[src/rtl/core/ucs_pkg.sv]
// ----------------------------------------------------------------------------
// ucs_pkg - shared types, constants and functions for upc_check_and_split
// Widths of the binary and BCD words, conversion depth, digit helpers.
// ----------------------------------------------------------------------------
`default_nettype none

package ucs_pkg;

  localparam int BIN_W       = 40;             // width of the binary code word
  localparam int BCD_DIGITS  = 13;             // twelve code digits plus one overflow digit
  localparam int BCD_W       = 4 * BCD_DIGITS;
  localparam int STEP_BITS   = 4;              // binary bits consumed per conversion stage
  localparam int DD_STAGES   = BIN_W / STEP_BITS;
  localparam int OUT_W       = 48;

  typedef logic [BIN_W-1:0] bin_t;
  typedef logic [BCD_W-1:0] bcd_t;
  typedef logic [3:0]       digit_t;

  // One shift-and-add-3 step: fix up every digit, then shift in the next bit.
  function automatic bcd_t dd_step(input bcd_t bcd, input logic bit_in);
    bcd_t adj;
    adj = bcd;
    for (int k = 0; k < BCD_DIGITS; k++) begin
      if (adj[4*k +: 4] >= 4'd5) begin
        adj[4*k +: 4] = adj[4*k +: 4] + 4'd3;
      end
    end
    return {adj[BCD_W-2:0], bit_in};
  endfunction

  // Digit times ten, as a seven-bit value.
  function automatic logic [6:0] times10(input digit_t d);
    return {d, 3'b000} + {2'b00, d, 1'b0};
  endfunction

  // True when the weighted total is a multiple of ten (total never exceeds 216).
  function automatic logic is_mult10(input logic [7:0] total);
    logic hit;
    hit = 1'b0;
    for (int k = 0; k < 22; k++) begin
      if (total == 8'(10 * k)) begin
        hit = 1'b1;
      end
    end
    return hit;
  endfunction

endpackage

`default_nettype wire

[src/rtl/core/ucs_bcd_stage.sv]
// ----------------------------------------------------------------------------
// ucs_bcd_stage - one stage of the binary-to-BCD conversion pipeline
// Consumes four binary bits per word with shift-and-add-3 and registers
// the partial result together with its valid bit.
// ----------------------------------------------------------------------------
`default_nettype none

module ucs_bcd_stage (
  input  wire logic          clk,
  input  wire logic          rst_n,
  input  wire logic          up_valid,
  output logic               up_ready,
  input  wire ucs_pkg::bin_t up_bin,
  input  wire ucs_pkg::bcd_t up_bcd,
  output logic               dn_valid,
  input  wire logic          dn_ready,
  output ucs_pkg::bin_t      dn_bin,
  output ucs_pkg::bcd_t      dn_bcd
);
  import ucs_pkg::*;

  logic v_r;
  bin_t bin_r, bin_nxt;
  bcd_t bcd_r, bcd_nxt;

  always_comb begin
    bin_nxt = up_bin;
    bcd_nxt = up_bcd;
    for (int s = 0; s < STEP_BITS; s++) begin
      bcd_nxt = dd_step(bcd_nxt, bin_nxt[BIN_W-1]);
      bin_nxt = {bin_nxt[BIN_W-2:0], 1'b0};
    end
  end

  // take a new word whenever this slot is empty or is being drained
  assign up_ready = !v_r || dn_ready;

  always_ff @(posedge clk) begin
    if (!rst_n) begin
      v_r <= 1'b0;
    end else if (up_ready) begin
      v_r <= up_valid;
    end
  end

  always_ff @(posedge clk) begin
    if (up_valid && up_ready) begin
      bin_r <= bin_nxt;
      bcd_r <= bcd_nxt;
    end
  end

  assign dn_valid = v_r;
  assign dn_bin   = bin_r;
  assign dn_bcd   = bcd_r;

endmodule

`default_nettype wire

[src/rtl/core/upc_check_and_split.sv]
// ----------------------------------------------------------------------------
// upc_check_and_split - UPC-A check digit validation and field split
// Converts a twelve-digit code to decimal, checks the weighted digit total
// and reports company code, product code and check digit.
// ----------------------------------------------------------------------------
// One code word enters per clock and one result word leaves per clock while the
// output is not stalled. There are ten conversion stages (four binary bits
// of shift-and-add-3 each), one stage that pairs digits and sums odd and even
// positions, and the output register that forms the codes and the check bit.
// Each stage holds its own valid bit, so bubbles close up under backpressure.
// Codes above twelve digits are taken modulo 10^12 (the thirteenth decimal
// digit is dropped).
// ----------------------------------------------------------------------------
`default_nettype none

module upc_check_and_split (
  input  wire logic        clk,
  input  wire logic        rst_n,
  input  wire logic        in_tvalid,
  output logic             in_tready,
  input  wire logic [39:0] in_tdata,   // [39:0] upc_value
  output logic             out_tvalid,
  input  wire logic        out_tready,
  output logic [47:0]      out_tdata   // [0] code_valid, [20:1] company_code,
                                       // [37:21] product_code, [41:38] check_value,
                                       // [47:42] zero
);
  import ucs_pkg::*;

  logic v     [0:DD_STAGES];
  logic rdy   [0:DD_STAGES];
  bin_t bin_s [0:DD_STAGES];
  bcd_t bcd_s [0:DD_STAGES];

  assign v[0]     = in_tvalid;
  assign bin_s[0] = in_tdata;
  assign bcd_s[0] = '0;
  assign in_tready = rdy[0];

  for (genvar i = 0; i < DD_STAGES; i++) begin : g_dd
    ucs_bcd_stage u_stage (
      .clk      (clk),
      .rst_n    (rst_n),
      .up_valid (v[i]),
      .up_ready (rdy[i]),
      .up_bin   (bin_s[i]),
      .up_bcd   (bcd_s[i]),
      .dn_valid (v[i+1]),
      .dn_ready (rdy[i+1]),
      .dn_bin   (bin_s[i+1]),
      .dn_bcd   (bcd_s[i+1])
    );
  end

  // ---- digit stage: pair digits, sum odd and even positions ----
  digit_t d [0:11];
  for (genvar k = 0; k < 12; k++) begin : g_dig
    assign d[k] = bcd_s[DD_STAGES][4*k +: 4];
  end

  logic       va_r;
  logic       ready_a, ready_b;
  logic [6:0] pc0_r, pc1_r, pc2_r, pp0_r, pp1_r;
  logic [6:0] pc0_nxt, pc1_nxt, pc2_nxt, pp0_nxt, pp1_nxt;
  digit_t     pd1_r, chk_r;
  logic [5:0] odd_r, even_r, odd_nxt, even_nxt;

  always_comb begin
    pc0_nxt  = times10(d[11]) + {3'b000, d[10]};
    pc1_nxt  = times10(d[9])  + {3'b000, d[8]};
    pc2_nxt  = times10(d[7])  + {3'b000, d[6]};
    pp0_nxt  = times10(d[5])  + {3'b000, d[4]};
    pp1_nxt  = times10(d[3])  + {3'b000, d[2]};
    // d[11] is the first digit from the left; d[0] is the check digit
    odd_nxt  = 6'(d[11]) + 6'(d[9]) + 6'(d[7]) + 6'(d[5]) + 6'(d[3]) + 6'(d[1]);
    even_nxt = 6'(d[10]) + 6'(d[8]) + 6'(d[6]) + 6'(d[4]) + 6'(d[2]) + 6'(d[0]);
  end

  assign rdy[DD_STAGES] = ready_a;
  assign ready_a = !va_r || ready_b;

  always_ff @(posedge clk) begin
    if (!rst_n) begin
      va_r <= 1'b0;
    end else if (ready_a) begin
      va_r <= v[DD_STAGES];
    end
  end

  always_ff @(posedge clk) begin
    if (v[DD_STAGES] && ready_a) begin
      pc0_r  <= pc0_nxt;
      pc1_r  <= pc1_nxt;
      pc2_r  <= pc2_nxt;
      pp0_r  <= pp0_nxt;
      pp1_r  <= pp1_nxt;
      pd1_r  <= d[1];
      chk_r  <= d[0];
      odd_r  <= odd_nxt;
      even_r <= even_nxt;
    end
  end

  // ---- output register ----
  logic        out_valid_r;
  logic        code_ok_r, code_ok_nxt;
  logic [19:0] company_r, company_nxt;
  logic [16:0] product_r, product_nxt;
  digit_t      check_r;
  logic [7:0]  total;

  always_comb begin
    total       = 8'(odd_r) + 8'({odd_r, 1'b0}) + 8'(even_r);
    code_ok_nxt = is_mult10(total);
    company_nxt = 20'(pc0_r) * 20'd10000 + 20'(pc1_r) * 20'd100 + 20'(pc2_r);
    product_nxt = 17'(pp0_r) * 17'd1000 + 17'(pp1_r) * 17'd10 + 17'(pd1_r);
  end

  assign ready_b = !out_valid_r || out_tready;

  always_ff @(posedge clk) begin
    if (!rst_n) begin
      out_valid_r <= 1'b0;
    end else if (ready_b) begin
      out_valid_r <= va_r;
    end
  end

  always_ff @(posedge clk) begin
    if (va_r && ready_b) begin
      code_ok_r <= code_ok_nxt;
      company_r <= company_nxt;
      product_r <= product_nxt;
      check_r   <= chk_r;
    end
  end

  assign out_tvalid = out_valid_r;
  assign out_tdata  = {6'b000000, check_r, product_r, company_r, code_ok_r};

  // ---- assertions ----
  a_check_digit: assert property (@(posedge clk) disable iff (!rst_n)
    out_tvalid |-> out_tdata[41:38] <= 4'd9)
    else $error("check digit is not a decimal digit");

  a_company_range: assert property (@(posedge clk) disable iff (!rst_n)
    out_tvalid |-> out_tdata[20:1] <= 20'd999999)
    else $error("company code out of range");

  a_product_range: assert property (@(posedge clk) disable iff (!rst_n)
    out_tvalid |-> out_tdata[37:21] <= 17'd99999)
    else $error("product code out of range");

endmodule

`default_nettype wire

[config.mk]
export PLATFORM = sky130hd
export DESIGN_NAME = upc_check_and_split
export DESIGN_NICKNAME = d
export VERILOG_FILES = /design/src/rtl/core/ucs_pkg.sv /design/src/rtl/core/ucs_bcd_stage.sv /design/src/rtl/core/upc_check_and_split.sv
export SDC_FILE = /design/constraint.sdc
export NUM_CORES = 2
export LEC_CHECK = 0
export ABC_AREA = 1
export BUFFER_PORTS_ARGS = -buffer_cell sky130_fd_sc_hd__buf_2
export CORE_UTILIZATION = 33
export DETAILED_ROUTE_END_ITERATION = 8
export RECOVER_POWER = 100
export SLEW_MARGIN = 20
export SYNTH_ARGS = -nofsm -noshare
export SYNTH_HDL_FRONTEND = slang
export SYNTH_SLANG_ARGS = --single-unit
[constraint.sdc]
create_clock -name clk -period 6.8 [get_ports clk]
set_input_delay 0.34 -clock clk [delete_from_list [all_inputs] [get_ports clk]]
set_output_delay 0.34 -clock clk [all_outputs]
set_load 0.05 [all_outputs]
## Yosys cells after proc, flatten, opt, wreduce, memory -nomap -nowiden

Cells that the tools add are included.

| word-level totals | value |
|---|---|
| output and inout bits | 50 |
| input bits | 44 |
| logic and storage cells | 1412 |
| register bits after elaboration | 733 |

| cells by class | value |
|---|---|
| order comparisons | 425 |
| mux-type cells | 426 |
| eq/ne operators | 21 |
| add/sub/neg operators | 451 |
| reductions and logical operators | 38 |
| multipliers | 4 |

Operators with widths:

| cell | count |
|---|---|
| $ge 4x3->1 const B | 412 |
| $mux 4 | 397 |
| $add 4x2->4 const B | 388 |
| $mux 3 | 25 |
| $add 3x2->3 const B | 24 |
| $eq 8x8->1 const B | 9 |
| $eq 8x7->1 const B | 6 |
| $add 6x4->6 | 6 |
| $add 7x4->7 | 5 |
| $add 7x5->7 | 5 |
| $add 1x2->3 const B | 10 |
| $ge 1x3->1 const B | 10 |
| $eq 8x6->1 const B | 3 |
| $reduce_or 21->1 | 1 |
| $add 20x14->20 | 1 |
| $add 20x7->20 | 1 |
| $add 17x11->17 | 1 |
| $add 17x4->17 | 1 |
| $eq 8x5->1 const B | 2 |
| $mul 7x10->16 const B | 1 |
| $mul 7x7->14 const B | 1 |
| $add 5x4->6 | 2 |
| $logic_and 1x1->1 | 12 |
| $logic_not 1->1 | 12 |
| other kinds (11) | 30 |

## Logic depth before layout (Yosys ltp)

| depth | value |
|---|---|
| depth in word-level cells | 14 |
| mapped depth | 32 |

## Cells and area by module

From an unflattened synthesis, not the netlist that was laid out.

| unflattened totals | value |
|---|---|
| cells, all modules | 12457 |
| area total of the unflattened synthesis | 92035.8 µm² |

Modules (own cells, without submodules):

| module | area an instance (µm²) | instances | cells each |
|---|---|---|---|
| ucs_bcd_stage | 8189.1 | 10 | 1145 |
| upc_check_and_split | 10144.7 | 1 | 1007 |

## Worst setup path before layout

No wires, ideal clock.

| timing path | value |
|---|---|
| kind | reg2reg |
| start | reg pp0_r[0] |
| end | reg product_r[14], data pin |
| buffers on the path | 0 |
| setup time | 258 ps |
| slack | 1661 ps |
| cell stages (with the launch flop) | 21 |
| arrival time | 4881 ps |
| data required time | 6542 ps |
| cell sequence | edfxtp_1 > fa_1 > inv_1 > fa_1 > inv_1 > fa_1 > fa_1 > ha_1 > a21oi_1 > nand2_1 > xor2_1 > ha_1 > ha_1 > inv_1 > nor4_1 > nand2_1 > nand2_1 > a31oi_1 > nor2_1 > nand2_1 > xor2_1 |

| between the ends | value |
|---|---|
| longest elaborated chain between the ends | 3 |

Ends and longest elaborated chain:

| what | line | source |
|---|---|---|
| start, declared | upc_check_and_split.sv:63 | `logic [6:0] pc0_r, pc1_r, pc2_r, pp0_r, pp1_r;` |
| start signal, assigned | upc_check_and_split.sv:95 | `pp0_r <= pp0_nxt;` |
| $mul 7x7->14 | upc_check_and_split.sv:116 | `product_nxt = 17'(pp0_r) * 17'd1000 + 17'(pp1_r) * 17'd10 + 17'(pd1_r);` |
| $add 17x11->17 | upc_check_and_split.sv:116 |  |
| $add 17x4->17 | upc_check_and_split.sv:116 |  |
| via product_nxt[14] | upc_check_and_split.sv:108 | `logic [16:0] product_r, product_nxt;` |
| end signal, assigned | upc_check_and_split.sv:133 | `product_r <= product_nxt;` |
| end, declared | upc_check_and_split.sv:108 |  |

The timed path passes the listed nets, and every way through them passes these cells.
A chain may end at the register's enable or synchronous reset.

## Worst setup path in the final report

Ends and elaborated chain as after synthesis.

==> summary.txt <==
critical path peak fanout - 5
DRT antenna net count - 0
first-pass iteration count of the detailed router - 5
first-pass GRT wire length - 167.4 mm
I/O pins - 94
vias in the first global route - 40461
worst-case clock skew - 35.26 ps
initial antenna violation count - 1
Setup Viol. Count Final - 0
Max-Cap Viols - 11
die width - 400.7 µm
R2R depth - 20
CP Class - flip-flop to flip-flop
crit path launch - pp0_r[0]
arrival time at the worst endpoint - 5890 ps
RSZ-0062 raised after global routing - false
YS warnings - 0
Initial DRC Count - 1495
Placer Congestion - 0.8419
GRT overflow - 0
# port buffers - 87
most common cell after layout, fill and taps aside - nand2_1
Starting Density - 33.42%
H-tree levels - 3
final cycle utilization of the critical path - 80.68%
Post-CTS Hold Fix Bufs - 39
clk sinks - 571
Post-Synthesis Cells - 7008
number of distinct library cells after synthesis - 52
via count - 42332
HPWL Detailed - 75.16 mm
Bufs on Longest Clock Path - 3
Worst R2R Start - pp0_r[0]
DRC Markers - 0
largest net degree at the start of global routing - 56
layout cells sized above 1 - 4.345%
Reg clk slew, reported paths - 60 ps
via/cell ratio - 4.537
top post-synthesis cells by area - edfxtp_1, ha_1, nand2_1, inv_1, nand3_1
PnR worst setup slack - 1314 ps
Routed WL - 94.42 mm
r2r endpoint - product_r[14]
DR WL/cell - 10.12 µm
final hold violations - 0
crit start category - flip-flop
worst setup path endpoint - product_r[14]
Relative slew margins - -102.5%
Synth area leader - edfxtp_1
FF+latch count, synth - 571
most frequent cells in the layout - nand2_1, inv_1, nand3_1
Synth top area share - 32.01%
Layout fillers - 15945
P&R area growth vs syn - 10.48%
Avg Cell Area, Syn - 7.484 µm²
Place WS - 1341 ps
global-route usage over all layers - 11.86%
Pwr Density - 205.7 nW/µm²
core area - 156900 µm²
Final Power - 11.92 mW
# rows - 145
fmax - 182.3 MHz
setup TNS - 0 ps
Inserted Diodes - 0
Hold Path Class - input pin to flip-flop
min Tclk post-route - 5486 ps
setup bufs post-CTS - 0
slew of the pin with the lowest slew margin - 3038 ps
NumNets Final - 8043
Seq/Total Area, Yosys - 32.46%
Lkg Pwr - 29.81 nW
peak supply drop - 0.2163 mV
Required @ worst endpoint - 7210 ps
failing checks - max-capacitance violations, max-slew violations
status - complete, but fails checks
Synth Cell Area - 52450 µm²
DIE AREA - 160500 µm²
CP Capture Type - flip-flop
CTS tree - yes
Slew Limit Fails - 514
cts bufs inserted - 72
post_cts resized - 0
Die H - 400.7 µm
flop2flop setup slack - 1310 ps
Root Buffer - clkbuf_16
clock insertion delay at the later pin of the skew report - 680 ps
-- power breakdown --
part	switching (mW)	internal (mW)	leakage (nW)
logic	2.56	1.37	23.5
clock network	1.60	2.17	1.09
registers	0.0548	4.17	5.21
-- synthesized netlist by cell type, drive strengths merged --
cell type     n
o21a          4
inv        1288
nand3       820
o2111ai       1
clkbuf        1
a31o          1
and3          1
nor4          1
buf           7
xor2        111
conb          1
dfxtp        12
nor2        348
a22oi         1
a21o          6
o21ai       354
o31ai         1
o221ai        1
ha          700
a21oi       161
or2          96
nor2b         1
a211oi        2
o22ai         7
o21bai        4
nand2      2191
a31oi         8
edfxtp      559
o311ai        1
fa           83
nor3          4
o211ai        8
and2         48
xnor2        27
nand4       101
mux2          1
nand3b       47
-- logic make-up after synthesis --
logic type | after synthesis | share of synthesized area (%)
xor+xnor | 138 | 2.319
flops | 571 | 32.46
buf+inv | 1296 | 9.325
fa+ha+maj | 783 | 19.87
simple gates | 3658 | 30.16
mux | 1 | 0.02147
compound gates | 560 | 5.835
other cells | 1 | 0.007150
-- stage by stage --
step | instance area (µm²) | instances | hold slack [ps] | utilization (%)
after floorplan | 52470 | 7013 | 400.3 | -
after global placement | 55550 | 9160 | 403.3 | 35.40
after detailed placement | 55550 | 9160 | 404.5 | 35.40
after CTS | 58240 | 9330 | 30.21 | 37.11
after global routing | 57940 | 9331 | 63.34 | 36.92
final | 57940 | 9331 | 91.58 | 36.92
-- sequential cells by signal, summed over array words and instances (netlist names) --
signal / count
check_r: 4
chk_r: 4
g_dd.u_stage.dn_bcd: 282
pc0_r: 7
odd_r: 6
out_tvalid: 1
pp1_r: 7
pc1_r: 7
pp0_r: 7
g_dd.u_stage.dn_bin: 180
code_ok_r: 1
even_r: 6
pd1_r: 4
va_r: 1
product_r: 17
company_r: 20
g_dd.u_stage.dn_valid: 10
pc2_r: 7
-- layout make-up --
class / count / area [µm²] / area share [%]
Clock buffer: 88 / 1902 / 3.282
Clock inverter: 43 / 404.1 / 0.6975
Multi-Input combinational cell: 5146 / 30400 / 52.46
Sequential cell: 571 / 17030 / 29.38
Inverter: 1288 / 4836 / 8.346
Timing Repair Buffer: 137 / 805.8 / 1.391
Tap cell: 2058 / 2575 / 4.444
-- how the worst min path moves through the flow --
stage	start	endpoint	slack (ps)	cells past startpoint
3_3_place_gp	pc2_r[1]	company_r[1]	400	0
6_report	in_tdata[39]	g_dd[0].u_stage.dn_bcd[3]	90	3
3_5_place_dp	g_dd[0].u_stage.dn_bin[22]	g_dd[1].u_stage.dn_bin[26]	400	0
2_1_floorplan	chk_r[0]	check_r[0]	400	0
4_1_cts	in_tdata[39]	g_dd[0].u_stage.dn_bcd[3]	30	3
5_1_grt	in_tdata[39]	g_dd[0].u_stage.dn_bcd[3]	60	3
-- routing by layer --
layer / part of all wire (%) / wire (µm) / global-route usage [%]
met1: 44 / 41820 / 13.11
met2: 50 / 47640 / 22.78
met3: 2.6 / 2421 / 1.942
met4: 2.7 / 2551 / 3.691
met5: 0 / 0 / 0
-- worst max-delay path, cell delays in order, from the launching register on --
cell and delay (ps):
edfxtp_1 480, fa_1 610, inv_1 70, fa_1 520
inv_1 50, fa_1 550, fa_1 420, ha_1 360
a21oi_1 160, nand2_1 100, xor2_1 150, ha_1 300
ha_1 380, inv_1 60, nor4_1 380, nand2_1 90
nand2_1 70, a31oi_1 60, nor2_1 160, nand2_1 100
xor2_1 150
Note: power is estimated with default switching activity, not from simulation.
